### config.mk
export PLATFORM = sky130hd
export DESIGN_NAME = modbus_tcp_to_ascii_framer
export DESIGN_NICKNAME = d
export VERILOG_FILES = /design/src/hdl/mbta_pkg.sv /design/src/hdl/mbta_parse.sv /design/src/hdl/mbta_emit.sv /design/src/hdl/modbus_tcp_to_ascii_framer.sv
export SDC_FILE = /design/constraint.sdc
export NUM_CORES = 1
export LEC_CHECK = 0
export BUFFER_PORTS_ARGS = -buffer_cell sky130_fd_sc_hd__buf_2
export CORE_ASPECT_RATIO = 1.25
export CORE_UTILIZATION = 57
export DETAILED_ROUTE_END_ITERATION = 12
export HOLD_SLACK_MARGIN = 0.02
export PLACE_DENSITY = 0.85
export SLEW_MARGIN = 5
export SYNTH_ARGS = -nofsm -noshare
export SYNTH_HDL_FRONTEND = slang
export SYNTH_HIERARCHICAL = 1
export SYNTH_SLANG_ARGS = --single-unit
### constraint.sdc
create_clock -name clk -period 5.5 [get_ports clk]
set_clock_uncertainty 0.2 [all_clocks]
set_input_delay 0.55 -clock clk [delete_from_list [all_inputs] [get_ports clk]]
set_output_delay 0.55 -clock clk [all_outputs]
set_load 0.01 [all_outputs]
### src/hdl/mbta_pkg.sv
package mbta_pkg;

  // Largest MBAP length accepted (unit id plus PDU)
  localparam int unsigned MaxAduLen = 254;

  // Byte positions within the MBAP header
  localparam logic [8:0] POS_TID_HI   = 9'd0;
  localparam logic [8:0] POS_TID_LO   = 9'd1;
  localparam logic [8:0] POS_LEN_HI   = 9'd4;
  localparam logic [8:0] POS_LEN_LO   = 9'd5;
  localparam logic [8:0] POS_UNIT_ID  = 9'd6;

  // Fixed characters of the ASCII frame
  localparam logic [6:0] CHAR_COLON = 7'h3A;
  localparam logic [6:0] CHAR_CR    = 7'h0D;
  localparam logic [6:0] CHAR_LF    = 7'h0A;
  localparam logic [6:0] CHAR_NONE  = 7'h00;

  // Character slot within the output sequence of one item
  typedef enum logic [2:0] {
    ST_COLON,
    ST_HI,
    ST_LO,
    ST_LRC_HI,
    ST_LRC_LO,
    ST_CR,
    ST_LF,
    ST_ERR
  } step_t;

  // Work handed from the parser to the character emitter for one item
  typedef struct packed {
    logic        err;     // bad length: one error result only
    logic        colon;   // unit id byte: lead with ':'
    logic        tail;    // last counted byte: append LRC, CR, LF
    logic [7:0]  data;    // byte to print as hex
    logic [7:0]  lrc;     // two's complement of the byte sum
    logic [15:0] tid;     // transaction id reported on every result
  } job_t;

  // Uppercase ASCII hex digit of a nibble
  function automatic logic [6:0] hex_char(input logic [3:0] nib);
    logic [6:0] ch;
    if (nib <= 4'd9) begin
      ch = 7'h30 + {3'd0, nib};
    end else begin
      ch = 7'h41 + {3'd0, nib} - 7'd10;
    end
    return ch;
  endfunction

endpackage

### src/hdl/mbta_parse.sv
module mbta_parse (
  input  logic                clk,
  input  logic                rst_n,
  input  logic                accept,
  input  logic [7:0]          frame_byte,
  output logic                job_load,
  output mbta_pkg::job_t      job
);

  logic [8:0]  pos_r, pos_nxt;
  logic [15:0] len_r, len_nxt;
  logic [7:0]  sum_r, sum_nxt;
  logic [15:0] tid_r, tid_nxt;
  logic        len_bad;
  logic        last_byte;
  logic [8:0]  count;

  // Walk the header and the counted bytes of one frame
  always_comb begin
    pos_nxt   = pos_r;
    len_nxt   = len_r;
    sum_nxt   = sum_r;
    tid_nxt   = tid_r;
    len_bad   = 1'b0;
    last_byte = 1'b0;
    count     = pos_r - 9'd5;
    job_load  = 1'b0;
    job       = '0;

    if (pos_r < mbta_pkg::POS_UNIT_ID) begin
      case (pos_r)
        mbta_pkg::POS_TID_HI: tid_nxt = {frame_byte, tid_r[7:0]};
        mbta_pkg::POS_TID_LO: tid_nxt = {tid_r[15:8], frame_byte};
        mbta_pkg::POS_LEN_HI: len_nxt = {frame_byte, len_r[7:0]};
        mbta_pkg::POS_LEN_LO: len_nxt = {len_r[15:8], frame_byte};
        default: ;
      endcase
      len_bad = (pos_r == mbta_pkg::POS_LEN_LO) &&
                ((len_nxt == 16'd0) || (len_nxt > 16'(mbta_pkg::MaxAduLen)));
      pos_nxt  = len_bad ? 9'd0 : pos_r + 9'd1;
      job_load = len_bad;
      job.err  = 1'b1;
      job.tid  = tid_nxt;
    end else begin
      // Counted byte: add to the sum, print as hex
      sum_nxt   = (pos_r == mbta_pkg::POS_UNIT_ID) ? frame_byte : sum_r + frame_byte;
      last_byte = {7'd0, count} >= len_r;
      pos_nxt   = last_byte ? 9'd0 : pos_r + 9'd1;
      job_load  = 1'b1;
      job.colon = (pos_r == mbta_pkg::POS_UNIT_ID);
      job.tail  = last_byte;
      job.data  = frame_byte;
      job.lrc   = 8'd0 - sum_nxt;
      job.tid   = tid_r;
    end

    if (!accept) begin
      pos_nxt  = pos_r;
      len_nxt  = len_r;
      sum_nxt  = sum_r;
      tid_nxt  = tid_r;
      job_load = 1'b0;
    end
  end

  // Hold frame state between items
  always_ff @(posedge clk) begin
    if (!rst_n) begin
      pos_r <= '0;
      len_r <= '0;
      sum_r <= '0;
      tid_r <= '0;
    end else begin
      pos_r <= pos_nxt;
      len_r <= len_nxt;
      sum_r <= sum_nxt;
      tid_r <= tid_nxt;
    end
  end

endmodule

### src/hdl/mbta_emit.sv
module mbta_emit (
  input  logic                clk,
  input  logic                rst_n,
  input  logic                job_load,
  input  mbta_pkg::job_t      job,
  output logic                job_free,
  output logic                out_tvalid,
  input  logic                out_tready,
  output logic [6:0]          ascii_char,
  output logic                last_char,
  output logic [15:0]         transaction_id,
  output logic                length_error
);

  mbta_pkg::job_t  job_r;
  logic            job_vld_r;
  mbta_pkg::step_t step_r, step_nxt, step_start;
  logic            out_vld_r;
  logic [6:0]      char_r, char_nxt;
  logic            last_r, last_nxt;
  logic [15:0]     tid_r;
  logic            err_r;
  logic            load_out;
  logic            emit;
  logic            job_done;

  // Pick the character for the current slot and the slot after it
  always_comb begin
    step_nxt = step_r;
    char_nxt = mbta_pkg::CHAR_NONE;
    last_nxt = 1'b0;
    job_done = 1'b0;
    case (step_r)
      mbta_pkg::ST_COLON: begin
        char_nxt = mbta_pkg::CHAR_COLON;
        step_nxt = mbta_pkg::ST_HI;
      end
      mbta_pkg::ST_HI: begin
        char_nxt = mbta_pkg::hex_char(job_r.data[7:4]);
        step_nxt = mbta_pkg::ST_LO;
      end
      mbta_pkg::ST_LO: begin
        char_nxt = mbta_pkg::hex_char(job_r.data[3:0]);
        step_nxt = mbta_pkg::ST_LRC_HI;
        job_done = !job_r.tail;
      end
      mbta_pkg::ST_LRC_HI: begin
        char_nxt = mbta_pkg::hex_char(job_r.lrc[7:4]);
        step_nxt = mbta_pkg::ST_LRC_LO;
      end
      mbta_pkg::ST_LRC_LO: begin
        char_nxt = mbta_pkg::hex_char(job_r.lrc[3:0]);
        step_nxt = mbta_pkg::ST_CR;
      end
      mbta_pkg::ST_CR: begin
        char_nxt = mbta_pkg::CHAR_CR;
        step_nxt = mbta_pkg::ST_LF;
      end
      mbta_pkg::ST_LF: begin
        char_nxt = mbta_pkg::CHAR_LF;
        last_nxt = 1'b1;
        job_done = 1'b1;
      end
      mbta_pkg::ST_ERR: begin
        char_nxt = mbta_pkg::CHAR_NONE;
        last_nxt = 1'b1;
        job_done = 1'b1;
      end
      default: begin
        job_done = 1'b1;
      end
    endcase

    if (job.err) begin
      step_start = mbta_pkg::ST_ERR;
    end else if (job.colon) begin
      step_start = mbta_pkg::ST_COLON;
    end else begin
      step_start = mbta_pkg::ST_HI;
    end
  end

  assign load_out = !out_vld_r || out_tready;
  assign emit     = job_vld_r && load_out;
  assign job_free = !job_vld_r || (emit && job_done);

  // Advance through the characters of the held item
  always_ff @(posedge clk) begin
    if (!rst_n) begin
      job_vld_r <= 1'b0;
      step_r    <= mbta_pkg::ST_HI;
    end else if (job_load) begin
      job_vld_r <= 1'b1;
      step_r    <= step_start;
    end else if (emit) begin
      job_vld_r <= !job_done;
      step_r    <= step_nxt;
    end
  end

  always_ff @(posedge clk) begin
    if (job_load) begin
      job_r <= job;
    end
  end

  // Output register
  always_ff @(posedge clk) begin
    if (!rst_n) begin
      out_vld_r <= 1'b0;
    end else if (emit) begin
      out_vld_r <= 1'b1;
    end else if (out_tready) begin
      out_vld_r <= 1'b0;
    end
  end

  always_ff @(posedge clk) begin
    if (emit) begin
      char_r <= char_nxt;
      last_r <= last_nxt;
      tid_r  <= job_r.tid;
      err_r  <= job_r.err;
    end
  end

  assign out_tvalid     = out_vld_r;
  assign ascii_char     = char_r;
  assign last_char      = last_r;
  assign transaction_id = tid_r;
  assign length_error   = err_r;

endmodule

### src/hdl/modbus_tcp_to_ascii_framer.sv
// Modbus TCP to Modbus ASCII framer. Feed the TCP frame one byte per item on
// the in_ channel (MBAP header first); the out_ channel gives the ASCII frame
// one character per item: ':' and two uppercase hex digits for the unit id,
// two hex digits for each following counted byte, then the LRC as two hex
// digits, CR and LF (out_tlast on the LF). Every character carries the
// transaction id of its frame. A length of zero or above 254 gives one error
// item (character 0, tlast and tuser set) on byte 5, and the next byte opens
// a new frame. Header bytes give no output. Counted bytes are limited by the
// output, one character per cycle while out_tready is high: two characters
// per byte, three for the unit id and four more for the closing LRC, CR and
// LF. An accepted byte is registered as the held item; its characters then
// pass through the output register. A held item's characters are buffered so
// the next byte is taken while the last character still waits at the output.
module modbus_tcp_to_ascii_framer (
  input  logic        clk,
  input  logic        rst_n,
  input  logic        in_tvalid,
  output logic        in_tready,
  input  logic [7:0]  in_tdata,    // [7:0] frame_byte
  output logic        out_tvalid,
  input  logic        out_tready,
  output logic [23:0] out_tdata,   // [6:0] ascii_char, [22:7] transaction_id, [23] zero
  output logic        out_tlast,   // last_char
  output logic        out_tuser    // length_error
);

  logic           accept;
  logic           job_load;
  logic           job_free;
  mbta_pkg::job_t job;
  logic [6:0]     ascii_char;
  logic [15:0]    transaction_id;

  assign in_tready = job_free;
  assign accept    = in_tvalid && job_free;

  // Parse header, track sum and position
  mbta_parse u_parse (
    .clk        (clk),
    .rst_n      (rst_n),
    .accept     (accept),
    .frame_byte (in_tdata),
    .job_load   (job_load),
    .job        (job)
  );

  // Spell out each item as characters
  mbta_emit u_emit (
    .clk            (clk),
    .rst_n          (rst_n),
    .job_load       (job_load),
    .job            (job),
    .job_free       (job_free),
    .out_tvalid     (out_tvalid),
    .out_tready     (out_tready),
    .ascii_char     (ascii_char),
    .last_char      (out_tlast),
    .transaction_id (transaction_id),
    .length_error   (out_tuser)
  );

  assign out_tdata = {1'b0, transaction_id, ascii_char};

endmodule

==> Yosys cells after proc, flatten, opt, wreduce, memory -nomap -nowiden <==
Index checks and enable logic that the tools add are counted.
{ "totals": {"ff_bits": 113, "input_bits": 12, "output_inout_bits": 28, "wordCells": 100} }
{ "classes": {"addsub": 16, "n_eq_ne": 11, "reduce_logical": 21, "bitwise_logic": 1, "magnitude_cmp": 7, "muxes": 28} }
{ "op_table": {"columns": ["operator", "n"], "rows": [
  ["16-bit one-hot mux with 2 select lines", 2],
  ["7-bit one-hot mux with 8 select lines", 1],
  ["16-bit 2-to-1 mux", 2],
  ["6-bit by 4-bit adder with 7-bit output, first input constant", 4],
  ["7-bit by 4-bit adder with 7-bit output, first input constant", 4],
  ["7-bit 2-to-1 mux", 4],
  ["7-bit by 4-bit subtractor with 7-bit output, second input constant", 4],
  ["9-bit by 3-bit equality test with 1-bit output, second input constant", 3],
  ["9-bit 2-to-1 mux", 3],
  ["18-bit 2-to-1 mux", 1],
  ["3-bit one-hot mux with 6 select lines", 1],
  ["9-bit by 16-bit greater-or-equal comparator with 1-bit output", 1],
  ["16-bit by 8-bit greater-than comparator with 1-bit output, second input constant", 1],
  ["4-bit <= comparator, second input constant", 4],
  ["16-bit logical NOT", 1],
  ["3-bit equality test, second input constant", 4],
  ["9-bit by 1-bit adder with 9-bit output, second input constant", 1],
  ["9-bit by 1-bit equality test with 1-bit output, second input constant", 1],
  ["9-bit logical NOT", 1],
  ["9-bit by 3-bit less-than comparator with 1-bit output, second input constant", 1],
  ["1-bit 2-to-1 mux", 9],
  ["3-bit 2-to-1 mux", 3],
  ["9-bit by 3-bit subtractor with 9-bit output, second input constant", 1],
  ["8-bit adder", 1],
  ["14 further kinds", 26]
]} }

==> Depth between registers and ports, before layout <==
Gate-level depths: netlist of run 1.
{ "depth": {"word_depth": 10, "ltp_mapped": 16, "depth_no_buf": 13} }

==> By module <==
Netlist of run 1, hierarchy kept.
{ "by_module_without_submodules": {"columns": ["mod", "area_each_um2", "cells_each", "seq_area_each_um2", "instances"], "rows": [
  ["mbta_parse", 3500.9, 438, 980.9, 1],
  ["mbta_emit", 2615.0, 177, 1871.8, 1],
  ["modbus_tcp_to_ascii_framer", 17.5, 3, 0.0, 1]
]} }

==> Worst setup path before layout of run 1 <==
Ideal clock, no wire load.
{ "synth_timing": {"path_type": "input to register", "from": "input port out_tready", "to": "register u_emit.step_r[0]", "path_slack_ns": 1.928, "setup_ns": 0.123, "t_arrival_ns": 3.249, "path_buffers": 3, "t_required_ns": 5.177, "stages": 10, "cell_sequence": "nand2b_1 > o211ai_1 > nand2_1 > and2_1 > clkbuf_1 > clkbuf_1 > clkbuf_1 > and2_1 > nand2b_1 > o32a_1"} }
{ "synth_via": {"elab_chain_len": 8, "word_cells_on_any_way": 10, "classes_between": "2 x mux; 8 x reduce/logical"} }
{ "synth_lines": {"columns": ["item", "line", "text"], "rows": [
  ["start: declaration", "modbus_tcp_to_ascii_framer.sv:21", "input logic out_tready,"],
  ["1-bit logical OR *", "mbta_emit.sv:83", "assign load_out = !out_vld_r || out_tready;"],
  ["1-bit logical AND *", "mbta_emit.sv:84", "assign emit = job_vld_r && load_out;"],
  ["1-bit logical AND *", "mbta_emit.sv:85", "assign job_free = !job_vld_r || (emit && job_done);"],
  ["1-bit logical OR *", "mbta_emit.sv:85", null],
  ["via in_tready", "modbus_tcp_to_ascii_framer.sv:18", "output logic in_tready,"],
  ["1-bit logical AND *", "modbus_tcp_to_ascii_framer.sv:35", "assign accept = in_tvalid && job_free;"],
  ["via accept", "modbus_tcp_to_ascii_framer.sv:27", "logic accept;"],
  ["1-bit 2-to-1 mux *", "mbta_parse.sv:57", "if (!accept) begin"],
  ["via job_load", "modbus_tcp_to_ascii_framer.sv:28", "logic job_load;"],
  ["7-bit nonzero test (no source line) or 2-bit nonzero test (tied branches)", null, null],
  ["2-bit AND reduction (no source line)", null, null],
  ["end signal: assignment", "mbta_emit.sv:91", "step_r <= mbta_pkg::ST_HI;"],
  ["end signal: assignment", "mbta_emit.sv:94", "step_r <= step_start;"],
  ["end signal: assignment", "mbta_emit.sv:97", "step_r <= step_nxt;"],
  ["end: declaration", "mbta_emit.sv:17", "mbta_pkg::step_t step_r, step_nxt, step_start;"]
]} }
Mark *: on every way through the listed nets, which the timed path passes. The rest lies on a longest branch.
A chain may end at the register's enable or synchronous reset.

==> Worst setup path in the final report of run 1 <==
{ "layout_timing": {"from": "register u_parse.pos_r[1]", "to": "register u_parse.pos_r[4]"} }
{ "layout_via": {"elab_chain_len": 8, "word_cells_on_any_way": 15, "classes_between": "2 x add/sub; 3 x order compare; 2 x eq/ne; 5 x mux; 3 x reduce/logical"} }
{ "layout_lines": {"columns": ["item", "line", "text"], "rows": [
  ["start: declaration", "mbta_parse.sv:10", "logic [8:0] pos_r, pos_nxt;"],
  ["start signal: assignment", "mbta_parse.sv:74", "pos_r <= pos_nxt;"],
  ["9-bit by 3-bit equality test with 1-bit output, on equally long branches", "mbta_parse.sv:31, mbta_parse.sv:38", null],
  ["16-bit one-hot mux with 2 select lines", "mbta_parse.sv:31", "case (pos_r)"],
  ["16-bit 2-to-1 mux", "mbta_parse.sv:30", "if (pos_r < mbta_pkg::POS_UNIT_ID) begin"],
  ["16-bit by 8-bit greater-than comparator with 1-bit output or 16-bit logical NOT (tied branches)", "mbta_parse.sv:39", "((len_nxt == 16'd0) || (len_nxt > 16'(mbta_pkg::MaxAduLen)));"],
  ["1-bit logical OR", "mbta_parse.sv:39", null],
  ["1-bit logical AND", "mbta_parse.sv:38", "len_bad = (pos_r == mbta_pkg::POS_LEN_LO) &&"],
  ["9-bit 2-to-1 mux", "mbta_parse.sv:40", "pos_nxt = len_bad ? 9'd0 : pos_r + 9'd1;"],
  ["9-bit 2-to-1 mux *", "mbta_parse.sv:30", null]
]} }
Every way passes the cells marked *; elsewhere a longest branch is shown, timed or not. The select of a mux whose other input is x is not followed.

==> results of run 1 <==
-- cells in the mapped netlist, drive strengths merged (9+ instances only) --
library cell	n
nand2	25
buf	14
ha	29
a22oi	34
xor2	10
a21oi	17
inv	40
o21ai	22
nor2b	15
nand3	15
dfxtp	54
a211oi	23
clkbuf	28
xnor2	12
nand2b	15
edfxtp	59
nor3	9
mux2i	10
nor2	80
-- stage by stage --
stage / setup WS [ns] / utilization (%) / cell area [um2] / hold WS (ns)
2_1_floorplan: 1.93 / - / 6130 / 0.200
4_1_cts: 1.61 / 65.8 / 6910 / 0.214
5_1_grt: 1.14 / 65.8 / 6910 / 0.230
6_report: 1.54 / 65.8 / 6910 / 0.215
3_5_place_dp: 1.63 / 60.3 / 6340 / 0.205
3_3_place_gp: 1.81 / 60.3 / 6340 / 0.201
-- power by group --
part / total (W) / internal (W) / leakage [nW] / switching, W
Sequential: 0.000909 / 0.000898 / 0.975 / 0.0000109
Clock: 0.00106 / 0.000632 / 0.272 / 0.000428
Combinational: 0.000143 / 0.0000507 / 1.40 / 0.0000927
Total: 0.00211 / 0.00158 / 2.64 / 0.000532
-- critical path, stage by stage (launching register included) --
cell	delay [ns]
dfxtp_1	0.42
inv_1	0.14
ha_1	0.63
nor2b_1	0.17
nor4_1	0.28
xor2_1	0.19
ha_1	0.28
a21oi_1	0.14
o21ai_0	0.09
o21bai_1	0.16
a211oi_1	0.27
nor4_1	0.09
buf_4	0.18
or4b_1	0.49
a31oi_1	0.16
-- worst paths after layout --
check,start,endpoint,slack (ns),cells after the start
worst min-delay path,u_emit/job_r[15],u_emit/transaction_id[15],0.21,0
worst min register to register,u_emit/job_r[15],u_emit/transaction_id[15],0.21,0
worst max register to register,u_parse/pos_r[1],u_parse/pos_r[4],1.54,14
worst max-delay path,u_parse/pos_r[1],u_parse/pos_r[4],1.54,14
-- layer usage --
layer  up-vias  wire length [um]  track usage [%]
met5         -                 0                0
met4         0               402             13.5
met3        52               851             6.52
met2       212              7140             43.4
met1      2318              5570             31.8
li1       2303                 -                -
-- state kept, by name, indices dropped and copies added, names as in the netlist --
name                   flops
u_emit/job_r              34
u_emit/job_vld_r           1
u_emit/out_tvalid          1
u_parse/pos_r              9
u_parse/len_r             16
u_emit/transaction_id     16
u_emit/length_error        1
u_emit/step_r              3
u_parse/sum_r              8
u_emit/last_char           1
u_parse/tid_r             16
u_emit/ascii_char          7
-- cells by family after synthesis --
| group | synth area share (%) |
|---|---|
| XOR/XNOR | 3.14 |
| flip-flops | 46.5 |
| buffers and inverters | 5.65 |
| AND/OR/NAND/NOR | 17.8 |
| adder cells (fa/ha/maj) | 6.24 |
| AO/OA/AOI/OAI | 18.6 |
| multiplexers | 2.00 |
| other | 0.0611 |
-- cell type report --
class / count / area share, %
Inverter: 41 / 2.23
Sequential cell: 113 / 41.3
Timing Repair Buffer: 44 / 3.40
Clock inverter: 15 / 2.12
Clock buffer: 17 / 6.15
Tap cell: 132 / 2.39
Multi-Input combinational cell: 422 / 42.4
==> metrics.cfg, run 1 <==
[run_status]
outcome=finished, final reports clean

[clock_network]
cts_max_level=4
ctsHoldBuffers=0
post_cts_resized=0
clkLatencyLatePin_ns=0.42
clock_sinks=113
clockRootBuffer=clkbuf_16
cts_buffers=17
cts_setup_buffers=0
cts_tree=done
cts_buffer_depth=2
clk_pin_slew_ns=0.06

[timing]
timing.final.max_slew_violations=0
period_share_pct=71.9
period_needed_ns=3.96
fmax_mhz=253
hold_violations=0
worst_slew_pin_slew_ns=1.02
setup_viol=0
rsz0062_at_grt=false
fin_tns_setup_ns=0
slew_headroom_pct=32.2

[finish]
final_common_cell=nor2_1
area_delta_synth_final_pct=12.7
fill_cells=813
regArea_um2=2850
drive_gt1_share_pct=14.4
layoutNonFillerInstCount=784
layout_common_cells=79 x nor2_1, 59 x edfxtp_1, 54 x dfxtp_1
multi_input_area_um2=2930
antennaDiodeCount=0
fin_nets=681

[floorplan]
fp.dieArea_um2=11200
core_area_um2=10500
die_w_um=94.8
io_pins=40
fp.dieH_um=118
core.rowCount=42
initial_core_util_pct=58.4

[yosys]
synth_edf_count=59
syn_nets=660
synth-warning-count=6
synth.top_cell.area_share_pct=28.9
syn_area_um2=6130
yosysTopAreaCell=edfxtp_1
avgSynthCellArea_um2=9.92
netlist_instances=618
synth-async-reset-ratio_pct=0
ys_top_cells_by_area=edfxtp_1 29%, dfxtp_1 18%, ha_1 5.9%, nor2_1 4.8%, a22oi_1 4.2%
ys_seq_elements=113
yosysSeqAreaShare_pct=46.5
ys.flop_type=edfxtp_1
ys_types=80

[route]
ant_nets=0
wl_um=14000
wire_per_inst_um=17.8
viasPerCell=6.23
dr.first_iter.drc_count=402
first_pass_iters=5
num_vias=4885
drc_errors=0

[worst_setup_path]
cp-start-kind=flop
worstPathMaxFanout=21
worstPathArrival_ns=4.10
required_ns=5.65
crit_path_end_kind=flop
criticalPathCategory=flop to flop

[placed_design]
finalWeightedCongestion=0.921
place_inst=752
port_buffers=38
place_hpwl_um=9230

[power_and_ir_drop]
ir_worst_vdd_v=0.000219
power.total_w=0.00211
leakage_nw=2.64
power_density_nw_per_um2=306

[global_route]
grt_max_degree=41
grt_usage_pct=26.5
grt_pass1_vias=4758
grt-ovfl-total=0
grt_pass1_wl_um=22800
antenna_found_initial=0

[run]
drv_cap=0

[min_path]
hold_class=flop to flop

(Power assumes the default switching activity.)
==> run 2: changes to the inputs <==
--- a/config.mk
+++ b/config.mk
@@ -7,7 +7,7 @@
 export LEC_CHECK = 0
 export BUFFER_PORTS_ARGS = -buffer_cell sky130_fd_sc_hd__buf_2
 export CORE_ASPECT_RATIO = 1.25
-export CORE_UTILIZATION = 57
+export CORE_UTILIZATION = 55
 export DETAILED_ROUTE_END_ITERATION = 12
 export HOLD_SLACK_MARGIN = 0.02
 export PLACE_DENSITY = 0.85
==> constraint.sdc (replaced) <==
create_clock -name clk -period 3.4 [get_ports clk]
set_clock_uncertainty 0.2 [all_clocks]
set_input_delay 0.34 -clock clk [delete_from_list [all_inputs] [get_ports clk]]
set_output_delay 0.34 -clock clk [all_outputs]
set_load 0.01 [all_outputs]
==> run 2 against run 1 <==
Effect of this change: clock power is 72% higher; power grew 67%; sequential cell count unchanged; clock-buffer cell count up 1; non-clock buffer count rose by 20; combinational power is 78% higher.
==> metrics.cfg, run 2 (synthesis results as in run 1) <==
[clock_network]
cts_buffers=17  ; unchanged
clkLatencyLatePin_ns=0.41  ; was 0.42 ns
clockRootBuffer=clkbuf_16  ; unchanged
clk_pin_slew_ns=0.06  ; about the same
cts_buffer_depth=2  ; unchanged
clock_sinks=113  ; unchanged
ctsHoldBuffers=0  ; unchanged
cts_max_level=4  ; unchanged
cts_tree=done  ; unchanged

[route]
wl_um=14400  ; was 14,000 um
drc_errors=0  ; unchanged
ant_nets=0  ; unchanged
wire_per_inst_um=18.0  ; was 17.8 um
num_vias=4991  ; was 4,885
first_pass_iters=5  ; unchanged
dr.first_iter.drc_count=446  ; was 402
viasPerCell=6.21  ; was 6.23

[worst_setup_path]
worstPathArrival_ns=3.32  ; was 4.10 ns
reg2reg_depth=14  ; unchanged
criticalPathCategory=flop to flop  ; unchanged
required_ns=3.54  ; was 5.65 ns
worstPathMaxFanout=10  ; was 21
crit_path_end_kind=flop  ; unchanged
cp-start-kind=flop  ; unchanged

[power_and_ir_drop]
power_density_nw_per_um2=497  ; was 306 nW/um2
leakage_nw=2.77  ; was 2.64 nW
ir_worst_vdd_v=0.000344  ; was 0.000219 V

[timing]
worst_slew_pin_slew_ns=0.938  ; was 1.02 ns
timing.final.max_slew_violations=0  ; unchanged
fmax_mhz=315  ; was 253 MHz
period_needed_ns=3.18  ; was 3.96 ns
slew_headroom_pct=37.4  ; was 32.2%
period_share_pct=93.5  ; was 71.9%
setup_viol=0  ; unchanged
hold_violations=0  ; unchanged

[finish]
final_common_cell=nor2_1  ; unchanged
layoutNonFillerInstCount=804  ; was 784
drive_gt1_share_pct=17.9  ; was 14.4%
area_delta_synth_final_pct=16.1  ; was 12.7%
layout_common_cells=79 x nor2_1, 59 x edfxtp_1, 54 x dfxtp_1  ; unchanged
largest_reg_flops=34  ; unchanged
top_register=u_emit/job_r  ; unchanged
design_area_um2=7120  ; was 6910 um2
fill_cells=817  ; was 813
fin_nets=701  ; was 681
antennaDiodeCount=0  ; unchanged

[min_path]
hold-path-cell-count=3  ; was 0
hold_class=input port to flop  ; was flop to flop

[global_route]
grt_pass1_vias=4848  ; was 4,758
grt_max_degree=30  ; was 41
grt_pass1_wl_um=23300  ; was 22,800 um
grt-ovfl-total=0  ; unchanged
grt_usage_pct=26.7  ; was 26.5%
antenna_found_initial=0  ; unchanged

[floorplan]
die_w_um=96.5  ; was 94.8 um
io_pins=40  ; unchanged
core.rowCount=42  ; unchanged
initial_core_util_pct=57.2  ; was 58.4%
core_area_um2=10700  ; was 10,500 um2
fp.dieH_um=120  ; was 118 um
fp.dieArea_um2=11600  ; was 11,200 um2

[placed_design]
port_buffers=38  ; unchanged
finalWeightedCongestion=0.905  ; was 0.921
postPlaceCellArea_um2=6480  ; was 6340 um2
place_inst=770  ; was 752
place_hpwl_um=9900  ; was 9230 um

[run]
drv_cap=0  ; unchanged

[run_status]
outcome=finished, final reports clean  ; unchanged

## run 2: final timing paths
check | start | to | slack (ns)
setup / recovery | u_parse/pos_r[1] | u_parse/pos_r[6] | 0.22
hold / removal | out_tready | u_emit/out_tvalid | 0.09
setup reg to reg | u_parse/pos_r[1] | u_parse/pos_r[6] | 0.22
hold reg to reg | u_emit/job_r[3] | u_emit/transaction_id[3] | 0.21
## run 2: area by class of cell
type	instances	area, um2	share of cell area (%)
Inverter	41	154	2.16
Sequential cell	113	2850	40.1
Timing Repair Buffer	64	385	5.41
Clock inverter	14	180	2.53
Multi-Input combinational cell	422	2960	41.5
Clock buffer	18	429	6.03
Tap cell	132	165	2.32
## run 2: worst max-delay path: stages (launching register included)
cell and delay, ns:
dfxtp_1 0.34, inv_1 0.08, ha_2 0.19, nor2b_2 0.18, nor4_2 0.06, xor2_1 0.15
ha_1 0.35, a21oi_2 0.14, o21ai_0 0.10, o21bai_1 0.17, a211oi_2 0.22, nor4_1 0.08
buf_4 0.18, or4b_1 0.51, a31oi_1 0.14
## run 2: timing repair
item / CTS / global route
endpoints found under the setup margin: 0 / 7
setup buffers: 0 / 2
gates resized for setup: 0 / 6
hold endpoints to repair: 0 / 0
## run 2: routing by layer
metal | global-route usage, % | up-vias | routed length (um)
met5 | 0 | - | 0
met4 | 14.1 | 0 | 530
met3 | 7.03 | 55 | 916
met2 | 44.0 | 220 | 7280
met1 | 31.3 | 2370 | 5720
li1 | - | 2346 | -
## run 2: stage by stage
stage               setup slack, ns  power (W)  hold WS [ns]   TNS, ns  utilization [%]
floorplan                    0.0272    0.00167         0.200         0                -
global placement              0.267    0.00172         0.202         0             60.4
detailed placement            0.144    0.00174         0.205         0             60.4
CTS                           0.113    0.00355        0.0784         0             66.1
global route               -0.00166    0.00365        0.0962  -0.00166             66.4
finish                        0.222    0.00354        0.0922         0             66.4
## run 2: report_power, final
part / internal [W] / switching [W] / leakage [nW]
Combinational: 0.0000919 / 0.000162 / 1.50
Sequential: 0.00145 / 0.0000135 / 0.975
Clock: 0.00116 / 0.000654 / 0.292
